`config.mk`:
```
export PLATFORM = sky130hd
export DESIGN_NAME = area_average_downscale_line
export DESIGN_NICKNAME = d
export VERILOG_FILES = /design/src/hdl/aadl_pkg.sv /design/src/hdl/area_average_downscale_line.sv /design/src/hdl/aadl_regs.sv /design/src/hdl/aadl_ctrl.sv /design/src/hdl/aadl_datapath.sv
export SDC_FILE = /design/constraint.sdc
export NUM_CORES = 2
export LEC_CHECK = 0
export ABC_AREA = 1
export BUFFER_PORTS_ARGS = -buffer_cell sky130_fd_sc_hd__buf_2
export CORE_UTILIZATION = 40
export DETAILED_ROUTE_END_ITERATION = 8
export SYNTH_ARGS = -nofsm -noshare
export SYNTH_HDL_FRONTEND = slang
export SYNTH_HIERARCHICAL = 1
export SYNTH_SLANG_ARGS = --single-unit
```
`constraint.sdc`:
```
create_clock -name clk -period 6.66 [get_ports clk]
set_clock_uncertainty 0.05 [all_clocks]
set_input_delay 0.333 -clock clk [delete_from_list [all_inputs] [get_ports clk]]
set_output_delay 0.333 -clock clk [all_outputs]
set_load 0.01 [all_outputs]
```
`src/hdl/aadl_pkg.sv`:
```
`timescale 1ns / 1ps
// Shared types and constants for the area-average line downscaler.
// No dependencies; every other file of the block but the checker imports this package.
package aadl_pkg;

  localparam int PIX_W        = 8;
  localparam int OLD_W        = 13;
  localparam int NEW_W        = 12;
  localparam int POS_W        = 24;
  localparam int SUM_W        = 20;
  localparam int QUO_W        = 8;
  localparam int DIV_STEPS    = QUO_W;
  localparam int CNT_W        = $clog2(DIV_STEPS);
  localparam int CHANNELS_DEF = 4;
  localparam int MAX_LINE     = 4096;
  localparam int ADDR_W       = 3;
  localparam int DATA_W       = 32;

  localparam logic [OLD_W-1:0] RESET_OLD = OLD_W'(2);
  localparam logic [NEW_W-1:0] RESET_NEW = NEW_W'(1);
  localparam logic [OLD_W-1:0] MIN_OLD   = OLD_W'(2);
  localparam logic [OLD_W-1:0] MAX_OLD   = OLD_W'(MAX_LINE);
  localparam logic [NEW_W-1:0] MIN_NEW   = NEW_W'(1);

  // register index, taken from paddr[2]
  localparam logic REG_OLD_SIZE = 1'b0;
  localparam logic REG_NEW_SIZE = 1'b1;

  typedef struct packed {
    logic load_pix;
    logic step;
    logic div_step;
    logic load_out;
  } aadl_cmd_t;

  typedef struct packed {
    logic close;
  } aadl_stat_t;

endpackage

```
`src/hdl/area_average_downscale_line.sv`:
```
`timescale 1ns / 1ps
// Top level of the area-average line downscaler: config registers,
// controller and datapath. Depends on aadl_pkg, aadl_regs, aadl_ctrl, aadl_datapath.
//
//  channel  | handshake             | payload
//  ---------+-----------------------+--------------------------------------
//  input    | in_valid / in_ready   | chan_0 .. chan_3 (one source pixel)
//  output   | out_valid / out_ready | out_0 .. out_3, line_last
//  config   | APB psel/penable      | old_size @ 0x0, new_size @ 0x4
//
// Sequence: an item that stays inside the open region is accepted and
// accumulated. An item that closes a region is accepted, accumulated, run
// through the per-channel restoring divider (8 quotient-bit iterations) and
// loaded into the output register; no new item is accepted until it is done.
// Reset: synchronous, clears the controller, positions and sums, and loads
// old_size = 2, new_size = 1. Any register write restarts the line.
// Stalls: the output register holds a result while out_ready is low; the
// next item is accepted and accumulated meanwhile, and only a second
// closing item waits for the output register to free up.
module area_average_downscale_line #(
  parameter int CHANNELS = aadl_pkg::CHANNELS_DEF
) (
  input  logic                        clk,
  input  logic                        rst,
  // source pixel in
  input  logic                        in_valid,
  output logic                        in_ready,
  input  logic [7:0]                  chan_0,
  input  logic [7:0]                  chan_1,
  input  logic [7:0]                  chan_2,
  input  logic [7:0]                  chan_3,
  // averaged pixel out
  output logic                        out_valid,
  input  logic                        out_ready,
  output logic [7:0]                  out_0,
  output logic [7:0]                  out_1,
  output logic [7:0]                  out_2,
  output logic [7:0]                  out_3,
  output logic                        line_last,
  // configuration
  input  logic                        psel,
  input  logic                        penable,
  input  logic                        pwrite,
  input  logic [aadl_pkg::ADDR_W-1:0] paddr,
  input  logic [aadl_pkg::DATA_W-1:0] pwdata,
  output logic [aadl_pkg::DATA_W-1:0] prdata,
  output logic                        pready
);
  import aadl_pkg::*;

  aadl_cmd_t                         cmd;
  aadl_stat_t                        stat;
  logic [OLD_W-1:0]                  old_size;
  logic [NEW_W-1:0]                  new_size;
  logic [POS_W-1:0]                  line_span;
  logic                              restart;
  logic [3:0][PIX_W-1:0]             pix_all;
  logic [3:0][QUO_W-1:0]             out_all;
  logic [CHANNELS-1:0][QUO_W-1:0]    res;

  // gather the pixel; lanes above CHANNELS are dropped
  assign pix_all = {chan_3, chan_2, chan_1, chan_0};

  aadl_regs u_regs (
    .clk       (clk),
    .rst       (rst),
    .psel      (psel),
    .penable   (penable),
    .pwrite    (pwrite),
    .paddr     (paddr),
    .pwdata    (pwdata),
    .prdata    (prdata),
    .pready    (pready),
    .old_size  (old_size),
    .new_size  (new_size),
    .line_span (line_span),
    .restart   (restart)
  );

  aadl_ctrl u_ctrl (
    .clk       (clk),
    .rst       (rst),
    .in_valid  (in_valid),
    .in_ready  (in_ready),
    .out_valid (out_valid),
    .out_ready (out_ready),
    .stat      (stat),
    .cmd       (cmd)
  );

  aadl_datapath #(
    .CHANNELS (CHANNELS)
  ) u_dp (
    .clk       (clk),
    .rst       (rst),
    .cmd       (cmd),
    .stat      (stat),
    .restart   (restart),
    .old_size  (old_size),
    .new_size  (new_size),
    .line_span (line_span),
    .pix       (pix_all[CHANNELS-1:0]),
    .res       (res),
    .res_last  (line_last)
  );

  // unused channels read as zero
  for (genvar k = 0; k < 4; k++) begin : g_out
    if (k < CHANNELS) begin : g_used
      assign out_all[k] = res[k];
    end else begin : g_zero
      assign out_all[k] = '0;
    end
  end

  assign out_0 = out_all[0];
  assign out_1 = out_all[1];
  assign out_2 = out_all[2];
  assign out_3 = out_all[3];

endmodule

```
`src/hdl/aadl_regs.sv`:
```
`timescale 1ns / 1ps
// Configuration registers: APB write/read, size clamping, line span product.
// Depends on aadl_pkg.
module aadl_regs (
  input  logic                        clk,
  input  logic                        rst,
  input  logic                        psel,
  input  logic                        penable,
  input  logic                        pwrite,
  input  logic [aadl_pkg::ADDR_W-1:0] paddr,
  input  logic [aadl_pkg::DATA_W-1:0] pwdata,
  output logic [aadl_pkg::DATA_W-1:0] prdata,
  output logic                        pready,
  output logic [aadl_pkg::OLD_W-1:0]  old_size,
  output logic [aadl_pkg::NEW_W-1:0]  new_size,
  output logic [aadl_pkg::POS_W-1:0]  line_span,
  output logic                        restart
);
  import aadl_pkg::*;

  logic               wr;
  logic               idx;
  logic [OLD_W-1:0]   cand_old;
  logic [NEW_W-1:0]   cand_new;
  logic [OLD_W-1:0]   old_size_next;
  logic [NEW_W-1:0]   new_size_next;
  logic [OLD_W+NEW_W-1:0] span_full;

  assign pready  = 1'b1;
  assign wr      = psel & penable & pwrite;
  assign idx     = paddr[2];

  always_comb begin
    cand_old = (wr && idx == REG_OLD_SIZE) ? pwdata[OLD_W-1:0] : old_size;
    cand_new = (wr && idx == REG_NEW_SIZE) ? pwdata[NEW_W-1:0] : new_size;
    if (cand_old < MIN_OLD) begin
      old_size_next = MIN_OLD;
    end else if (cand_old > MAX_OLD) begin
      old_size_next = MAX_OLD;
    end else begin
      old_size_next = cand_old;
    end
    // keep new_size strictly below old_size
    if (cand_new < MIN_NEW) begin
      new_size_next = MIN_NEW;
    end else if ({1'b0, cand_new} >= old_size_next) begin
      new_size_next = NEW_W'(old_size_next - OLD_W'(1));
    end else begin
      new_size_next = cand_new;
    end
  end

  assign span_full = old_size * new_size;

  // restart is raised in the cycle after the write so the line starts from the new sizes
  always_ff @(posedge clk) begin
    if (rst) begin
      old_size  <= RESET_OLD;
      new_size  <= RESET_NEW;
      line_span <= POS_W'(RESET_OLD * RESET_NEW);
      restart   <= 1'b0;
    end else begin
      if (wr) begin
        old_size <= old_size_next;
        new_size <= new_size_next;
      end
      line_span <= span_full[POS_W-1:0];
      restart   <= wr;
    end
  end

  always_comb begin
    unique case (idx)
      REG_OLD_SIZE: prdata = DATA_W'(old_size);
      REG_NEW_SIZE: prdata = DATA_W'(new_size);
      default:      prdata = '0;
    endcase
  end

endmodule

```
`src/hdl/aadl_ctrl.sv`:
```
`timescale 1ns / 1ps
// Controller state machine: input handshake, divide sequencing, output valid.
// Depends on aadl_pkg.
module aadl_ctrl (
  input  logic                   clk,
  input  logic                   rst,
  input  logic                   in_valid,
  output logic                   in_ready,
  output logic                   out_valid,
  input  logic                   out_ready,
  input  aadl_pkg::aadl_stat_t   stat,
  output aadl_pkg::aadl_cmd_t    cmd
);
  import aadl_pkg::*;

  localparam logic [1:0] S_IDLE = 2'd0;
  localparam logic [1:0] S_STEP = 2'd1;
  localparam logic [1:0] S_DIV  = 2'd2;
  localparam logic [1:0] S_OUT  = 2'd3;

  logic [1:0]       state;
  logic [1:0]       state_next;
  logic [CNT_W-1:0] cnt;
  logic             out_free;

  assign in_ready = (state == S_IDLE) && !rst;
  assign out_free = !out_valid || out_ready;

  always_comb begin
    state_next   = state;
    cmd          = '0;
    unique case (state)
      S_IDLE: begin
        if (in_valid && in_ready) begin
          cmd.load_pix = 1'b1;
          state_next   = S_STEP;
        end
      end
      S_STEP: begin
        cmd.step   = 1'b1;
        state_next = stat.close ? S_DIV : S_IDLE;
      end
      S_DIV: begin
        cmd.div_step = 1'b1;
        if (cnt == CNT_W'(DIV_STEPS - 1)) begin
          state_next = S_OUT;
        end
      end
      S_OUT: begin
        // hold the quotient until the output register frees up
        if (out_free) begin
          cmd.load_out = 1'b1;
          state_next   = S_IDLE;
        end
      end
      default: state_next = S_IDLE;
    endcase
  end

  always_ff @(posedge clk) begin
    if (rst) begin
      state     <= S_IDLE;
      cnt       <= '0;
      out_valid <= 1'b0;
    end else begin
      state <= state_next;
      cnt   <= (state == S_DIV) ? cnt + CNT_W'(1) : '0;
      if (cmd.load_out) begin
        out_valid <= 1'b1;
      end else if (out_ready) begin
        out_valid <= 1'b0;
      end
    end
  end

endmodule

```
`src/hdl/aadl_datapath.sv`:
```
`timescale 1ns / 1ps
// Datapath: position counters, weighted channel sums, per-channel
// restoring dividers and output register. Depends on aadl_pkg.
module aadl_datapath #(
  parameter int CHANNELS = aadl_pkg::CHANNELS_DEF
) (
  input  logic                                     clk,
  input  logic                                     rst,
  input  aadl_pkg::aadl_cmd_t                      cmd,
  output aadl_pkg::aadl_stat_t                     stat,
  input  logic                                     restart,
  input  logic [aadl_pkg::OLD_W-1:0]               old_size,
  input  logic [aadl_pkg::NEW_W-1:0]               new_size,
  input  logic [aadl_pkg::POS_W-1:0]               line_span,
  input  logic [CHANNELS-1:0][aadl_pkg::PIX_W-1:0] pix,
  output logic [CHANNELS-1:0][aadl_pkg::QUO_W-1:0] res,
  output logic                                     res_last
);
  import aadl_pkg::*;

  logic [POS_W-1:0] source_start;
  logic [POS_W-1:0] region_end;
  logic [POS_W-1:0] pix_end;
  logic             close;
  logic             last;
  logic             last_pend;
  logic [NEW_W-1:0] part;
  logic [NEW_W-1:0] rest;
  logic [NEW_W-1:0] weight;
  logic [POS_W-1:0] part_full;
  logic [POS_W-1:0] rest_full;

  assign pix_end   = source_start + POS_W'(new_size);
  assign close     = (pix_end >= region_end);
  assign part_full = region_end - source_start;
  assign rest_full = pix_end - region_end;
  assign part      = part_full[NEW_W-1:0];
  assign rest      = rest_full[NEW_W-1:0];
  assign weight    = close ? part : new_size;
  assign last      = (region_end >= line_span);
  assign stat.close = close;

  always_ff @(posedge clk) begin
    if (rst) begin
      source_start <= '0;
      region_end   <= POS_W'(RESET_OLD);
    end else if (restart) begin
      source_start <= '0;
      region_end   <= POS_W'(old_size);
    end else if (cmd.step) begin
      if (close && last) begin
        source_start <= '0;
        region_end   <= POS_W'(old_size);
      end else begin
        source_start <= pix_end;
        if (close) begin
          region_end <= region_end + POS_W'(old_size);
        end
      end
    end
  end

  always_ff @(posedge clk) begin
    if (cmd.step && close) begin
      last_pend <= last;
    end
    if (cmd.load_out) begin
      res_last <= last_pend;
    end
  end

  for (genvar c = 0; c < CHANNELS; c++) begin : g_lane
    logic [PIX_W-1:0] pix_r;
    logic [SUM_W-1:0] sum;
    logic [SUM_W-1:0] sum_new;
    logic [SUM_W-1:0] rest_prod;
    logic [OLD_W-1:0] div_rem;
    logic [QUO_W-1:0] div_low;
    logic [OLD_W:0]   trial;
    logic [OLD_W:0]   diff;
    logic             ge;

    assign sum_new   = sum + SUM_W'(weight) * SUM_W'(pix_r);
    assign rest_prod = SUM_W'(rest) * SUM_W'(pix_r);

    // one quotient bit a cycle; the top bits start below old_size
    assign trial = {div_rem, div_low[QUO_W-1]};
    assign ge    = (trial >= {1'b0, old_size});
    assign diff  = trial - {1'b0, old_size};

    always_ff @(posedge clk) begin
      if (cmd.load_pix) begin
        pix_r <= pix[c];
      end
      if (rst || restart) begin
        sum <= '0;
      end else if (cmd.step) begin
        if (!close) begin
          sum <= sum_new;
        end else if (last) begin
          sum <= '0;
        end else begin
          sum <= rest_prod;
        end
      end
      if (cmd.step && close) begin
        div_rem <= OLD_W'(sum_new[SUM_W-1:QUO_W]);
        div_low <= sum_new[QUO_W-1:0];
      end else if (cmd.div_step) begin
        div_rem <= ge ? diff[OLD_W-1:0] : trial[OLD_W-1:0];
        div_low <= {div_low[QUO_W-2:0], ge};
      end
      if (cmd.load_out) begin
        res[c] <= div_low;
      end
    end
  end

endmodule

```
After elaboration in Yosys (flattened, before gate mapping). Cells that the tools add are included.

Multipliers: 9. $lt $le $gt $ge: 10. Eq/ne operators: 7. Add/sub/neg operators: 14. Bitwise gates (word level): 4. Multiplexer cells: 54. Reductions and logical operators: 21.

Operator list (number): multiplier 12 x 8 -> 20 bit (8); two-way mux 20 bit (8); two-way mux 12 bit (12); two-way mux 13 bit (9); adder 20 bit (4); two-way mux 24 bit (3); two-way mux 8 bit (8); case mux 32 bit (2 select lines) (1); greater-or-equal comparator 14 x 13 -> 1 bit (4); subtractor 13 bit (4); greater-or-equal comparator 24 bit (2); adder 24 x 12 -> 24 bit (1); adder 24 x 13 -> 24 bit (1); multiplier 13 x 12 -> 24 bit (1); subtractor 12 bit (2); greater-or-equal comparator 12 x 13 -> 1 bit (1); greater-than comparator 13 bit (second input constant) (1); < comparator 13 x 2 -> 1 bit (second input constant) (1); < comparator 12 x 1 -> 1 bit (second input constant) (1); subtractor 12 x 1 -> 12 bit (second input constant) (1); two-way mux 1 bit (8); two-way mux 2 bit (4); case mux 2 bit (4 select lines) (1); nonzero test 2 bit (4); 16 further kinds (29).

Input port bits: 74. Output and inout port bits: 68. Word-level logic and storage cells: 155. Register bits: 334.

Depth between registers and ports, before layout.
Word-level depth: 10. Mapped depth: 48. Depth with buffers taken out: 46.

Hierarchy. Netlist, hierarchy kept.

Modules (own cells, without submodules): aadl_datapath (cells an instance 6036, seq. area each 7026.7 µm², times used 1, area each 44535.2 µm²); aadl_regs (cells an instance 1173, seq. area each 1001.0 µm², times used 1, area each 8316.7 µm²); aadl_ctrl (cells an instance 41, seq. area each 120.1 µm², times used 1, area each 312.8 µm²).

Worst setup path before layout. OpenSTA, ideal clock, no wires.

Path kind: reg-to-reg. Start point: reg u_regs/new_size[0] in the netlist's numbering. End point: reg u_dp.g_lane[3].div_rem[11] (data pin). Slack: -517 ps. Library setup time: 259 ps. Buffers on the path: 3. Cell stages (with the launch flop): 40. Period minus slack after synthesis: 7177 ps. Required time: 6351 ps. Arrival: 6868 ps. Path through: dfxtp_1 > ha_1 > inv_1 > fa_1 > o21ai_0 > nand2_1 > nand2_1 > inv_1 > o21ai_2 > nand2_1 > nand2_1 > nand2_1 > ha_1 > nand4_1 > nor3_1 > nand2_2 > nand3_2 > buf_6 > [... 4 more ...] > nor2_1 > fa_1 > inv_1 > fa_1 > inv_1 > fa_1 > inv_1 > fa_1 > inv_1 > ha_1 > a21oi_1 > o21ai_0 > a21oi_1 > nand2_1 > nand2_1 > nand2_1 > nand2_1 > nand2_1.

Cells in the longest elaborated chain, start to end: 6. Elaborated cells between the ends (all ways): 7. Those cells by class: add/sub (2); mul (1); order compare (1); mux (2); reduce/logical (1).

RTL lines: from (decl) (RTL line aadl_regs.sv:15) `output logic [aadl_pkg::NEW_W-1:0] new_size,`; from (signal assigned) (RTL line aadl_regs.sv:65) `new_size <= new_size_next;`; adder 24 x 12 -> 24 bit (RTL line aadl_datapath.sv:33) `assign pix_end = source_start + POS_W'(new_size);`; greater-or-equal comparator 24 bit (RTL line aadl_datapath.sv:34) `assign close = (pix_end >= region_end);`; two-way mux 12 bit (RTL line aadl_datapath.sv:39) `assign weight = close ? part : new_size;`; multiplier 12 x 8 -> 20 bit (RTL line aadl_datapath.sv:83) `assign sum_new = sum + SUM_W'(weight) * SUM_W'(pix_r);`; adder 20 bit (RTL line aadl_datapath.sv:83); two-way mux 12 bit * (RTL line aadl_datapath.sv:106) `if (cmd.step && close) begin`; to (signal assigned) (RTL line aadl_datapath.sv:107) `div_rem <= OLD_W'(sum_new[SUM_W-1:QUO_W]);`; to (signal assigned) (RTL line aadl_datapath.sv:110) `div_rem <= ge ? diff[OLD_W-1:0] : trial[OLD_W-1:0];`; to (decl) (RTL line aadl_datapath.sv:77) `logic [OLD_W-1:0] div_rem;`.

Every way passes the cells marked *; elsewhere a longest branch is shown, timed or not. A chain may end at the register's enable or synchronous reset.

Final worst setup path.
Start point: reg u_regs/new_size[0] in the netlist's numbering. End point: reg u_dp.g_lane[1].div_rem[4] (data pin).

Cells in the longest elaborated chain, start to end: 6. Elaborated cells between the ends (all ways): 7. Those cells by class: add/sub (2); mul (1); order compare (1); mux (2); reduce/logical (1).

RTL lines: adder 24 x 12 -> 24 bit * (RTL line aadl_datapath.sv:33); greater-or-equal comparator 24 bit * (RTL line aadl_datapath.sv:34); net stat (RTL line area_average_downscale_line.sv:52) `aadl_stat_t stat;`; two-way mux 12 bit (RTL line aadl_datapath.sv:39); multiplier 12 x 8 -> 20 bit (RTL line aadl_datapath.sv:83); adder 20 bit (RTL line aadl_datapath.sv:83); two-way mux 12 bit * (RTL line aadl_datapath.sv:106); to (signal assigned) (RTL line aadl_datapath.sv:107); to (signal assigned) (RTL line aadl_datapath.sv:110); to (decl) (RTL line aadl_datapath.sv:77).

The timed path passes the listed nets; every way through them passes the cells marked *.

==> run_results.csv <==
group,metric,value,unit
cells_and_area,final_cell_mix,"nand2_1, inv_1, fa_1",
cells_and_area,postLayoutCellArea,65490,sq um
timing,slew_headroom,22.87,%
clock_network,cts.clk_slew.worst_paths,0.06,ns
cells_and_area,final_common_cell,"nand2_1",
worst_setup_path,endpoint_kind,"register",
drt,drtIter0Drc,3425,
cells_and_area,drive_above_1_share,18.95,%
grt,grt_pass1_vias,50380,
worst_setup_path,cp-start-kind,"register",
outcome,status,"finished with violations",
synthesis,synthArstFlopShare,0,%
worst_setup_path,crit_type,"register to register",
drt,vias,49890,
worst_setup_path,cp_max_fo,7,
grt,grt.overflow.total,0,
cells_and_area,syn2layout_area_growth,23.18,%
worst_setup_path,crit_arrival,7.57,ns
floorplanning,core_region_area,131600,sq um
synthesis,yosysSeqAreaShare,15.33,%
clock_network,cts_max_level,2,
timing,fmax,138.1,MHz
synthesis,synth-warning-count,6,
synthesis,synthFlopType,"dfxtp_1",
floorplanning,rows,133,
synthesis,synth_cell_types,59,
synthesis,synth_area_leaders,"fa_1, ha_1, nand2_1, inv_1, edfxtp_1",
placement,place.gp.congestion,0.9350,
timing,maxSlewViolCount,0,
worst_setup_path,max_stage_delay,0.54,ns
timing,rsz0062_at_grt,"yes",
grt,grt_use_total,27.23,%
floorplanning,die_area,134400,sq um
clock_network,clk_latency,0.65,ns
floorplanning,die_width,366.6,um
min_path,min_path_type,"input port to register",
timing,min_period,7.241,ns
clock_network,clk_path_buf_depth,3,
timing,setup_viol,113,
synthesis,synth_top_area_cell,"fa_1",
drt,wirelength,185.6,mm
placement,portBuffers,100,
timing,finalHoldViolations,0,
worst_setup_path,crit_top_cell,"nand2_2",
clock_network,cts_root_buf,"clkbuf_16",
timing,setup_ws,-0.5813,ns
synthesis,syn-cell-area,53160,sq um
drt,drtAntennaViolNets,0,
grt,grt_pass1_wl,283.8,mm
worst_setup_path,cp_top_family,"adder cells",
grt,antenna_found_initial,3,
outcome,violations,"setup timing",
flow_run,cap_violations,0,
synthesis,synth_seq_cells,334,
worst_setup_path,critPathRequiredTime,6.99,ns
placement,placed_area,60350,sq um
drt,viasPerCell,5.171,
clock_network,clock_sinks,334,
clock_network,cts_tree,"done",
placement,dp_hpwl,145.5,mm
worst_setup_path,cpMaxStageDelayCell,"fa_1",
grt,grt_max_degree,149,
clock_network,cts_buffers,44,
synthesis,syn_area_per_cell,7.333,sq um
synthesis,synth_edf_count,146,
floorplanning,start_util,40.39,%
drt,first_pass_iters,8,
drt,drc_errors,0,
worst_setup_path,critPathBufInv,11,
cells_and_area,antenna_cells,0,
synthesis,syn_inst,7250,
floorplanning,io-pin-count,142,
synthesis,synth_top_area_share,25.19,%
drt,wl_per_cell,19.23,um
floorplanning,die_height,366.6,um
cells_and_area,nets,9128,
timing,finalCritPeriodShare,108.7,%
timing,tightest_slew,1.154,ns
per-layer routing:
metal / vias up / global-route usage, % / share of wire (%) / wire length [um]
li1: 23440 / - / - / -
met2: 1695 / 46.69 / 48 / 89670
met4: 0 / 12.65 / 5.2 / 9723
met5: - / 0 / 0 / 0
met3: 418 / 3.554 / 6.5 / 12100
met1: 24330 / 33.85 / 40 / 74070
what timing repair did:
action                     in CTS  in global routing
pin swaps                      84                121
buffers inserted               26                 21
gates cloned                    3                  2
hold endpoints to repair       33                  0
setup endpoints to repair     124                127
resized for setup             320                344
hold buffers                   33                  0
worst reg2reg max path, delay by kind of cell (launching register included):
family	cells	cell delay [ns]
AO/OA/AOI/OAI	5	0.76
buffers and inverters	11	1.00
adder cells (fa/ha/maj)	8	3.02
AND/OR/NAND/NOR	17	1.82
flip-flops	1	0.36
metrics by stage:
| stage | TNS, ns | instances | hold slack, ns | util (%) | setup slack (ns) |
|---|---|---|---|---|---|
| finish | -42.91 | 9648 | 0.02687 | 49.75 | -0.5813 |
| global route | -79.78 | 9648 | 0.04482 | 49.75 | -0.9130 |
| CTS | -34.83 | 9626 | 0.008019 | 48.51 | -0.4867 |
| detailed placement | -70.59 | 9486 | 0.3722 | 45.85 | -0.8471 |
| global placement | -63.05 | 9486 | 0.3573 | 45.85 | -0.8164 |
| floorplan | -0.02524 | 7268 | 0.3454 | - | -0.02524 |
state kept, by name (all words and copies together) (netlist names), named ones only:
name / count
u_ctrl/state: 1
u_regs/restart: 1
u_dp/g_lane.div_rem: 52
u_ctrl/cnt: 3
u_dp/res: 32
u_ctrl/out_valid: 1
u_regs/old_size: 13
u_dp/source_start: 24
u_regs/new_size: 12
u_dp/g_lane.sum: 80
u_regs/line_span: 24
u_dp/g_lane.pix_r: 32
u_dp/g_lane.div_low: 32
u_dp/last_pend: 1
u_dp/region_end: 24
u_dp/res_last: 1
worst paths after layout:
| kind | from | endpoint | slack, ns | cells after the start |
|---|---|---|---|---|
| worst max-delay path | u_regs/new_size[0]$_SDFFE_PP1N_ | u_dp/g_lane[1].div_rem[4]$_DFFE_PP_ | -0.58 | 41 |
| worst min-delay path | out_ready | u_ctrl/out_valid$_SDFFE_PP0P_ | 0.03 | 4 |
| worst max register to register | u_regs/new_size[0]$_SDFFE_PP1N_ | u_dp/g_lane[1].div_rem[4]$_DFFE_PP_ | -0.58 | 41 |
| worst min register to register | u_ctrl/cnt[0]$_SDFF_PP0_ | u_ctrl/cnt[0]$_SDFF_PP0_ | 0.38 | 1 |
Yosys cell counts, types with 2 or more instances:
cell and number:
nand2_1 1684, inv_1 1477, nor2_1 687, fa_1 669, ha_1 527, a21oi_1 397, nand3_1 344, o21ai_0 283
dfxtp_1 188, clkbuf_1 167, edfxtp_1 146, xor2_1 95, or2_2 57, buf_2 54, xnor2_1 45, nor3_1 41
nand4_1 36, a21o_1 33, buf_4 31, nand3b_1 31, a31oi_1 28, o21bai_1 27, o211ai_1 22, inv_2 19
nand2_2 16, o21ai_1 16, clkinv_1 14, buf_6 13, o21ai_2 12, buf_1 9, nand2_4 8, o21a_1 8
a21boi_0 7, o22ai_1 7, nand3_2 6, nor4_1 6, and2_1 5, nor2_2 5, a21oi_2 4, o31ai_1 3
conb_1 2, nor2_4 2, nor2_8 2, or2_4 2
layout make-up:
type,instances,area (sq um)
fill,12900,66140
multi-input combinational,5147,40870
sequential,334,8154
timing repair buffer,820,7056
inverter,1511,5695
tap,1755,2196
clock buffer,53,1166
clock inverter,28,357.8
cells by family after synthesis:
family                     after synthesis  synth area share (%)
and+or+nand+nor                       2936                 22.78
buffers and inverters                 1787                 13.17
adders and majority gates             1196                 37.59
AOI/OAI and AO/OA                      855                 8.804
DFF                                    334                 15.33
xor gates and xnor gates               140                 2.306
other                                    2               0.01413
Power is not shown: default switching activity piles up to over one toggle a cycle in this logic, so the estimate is an artifact.
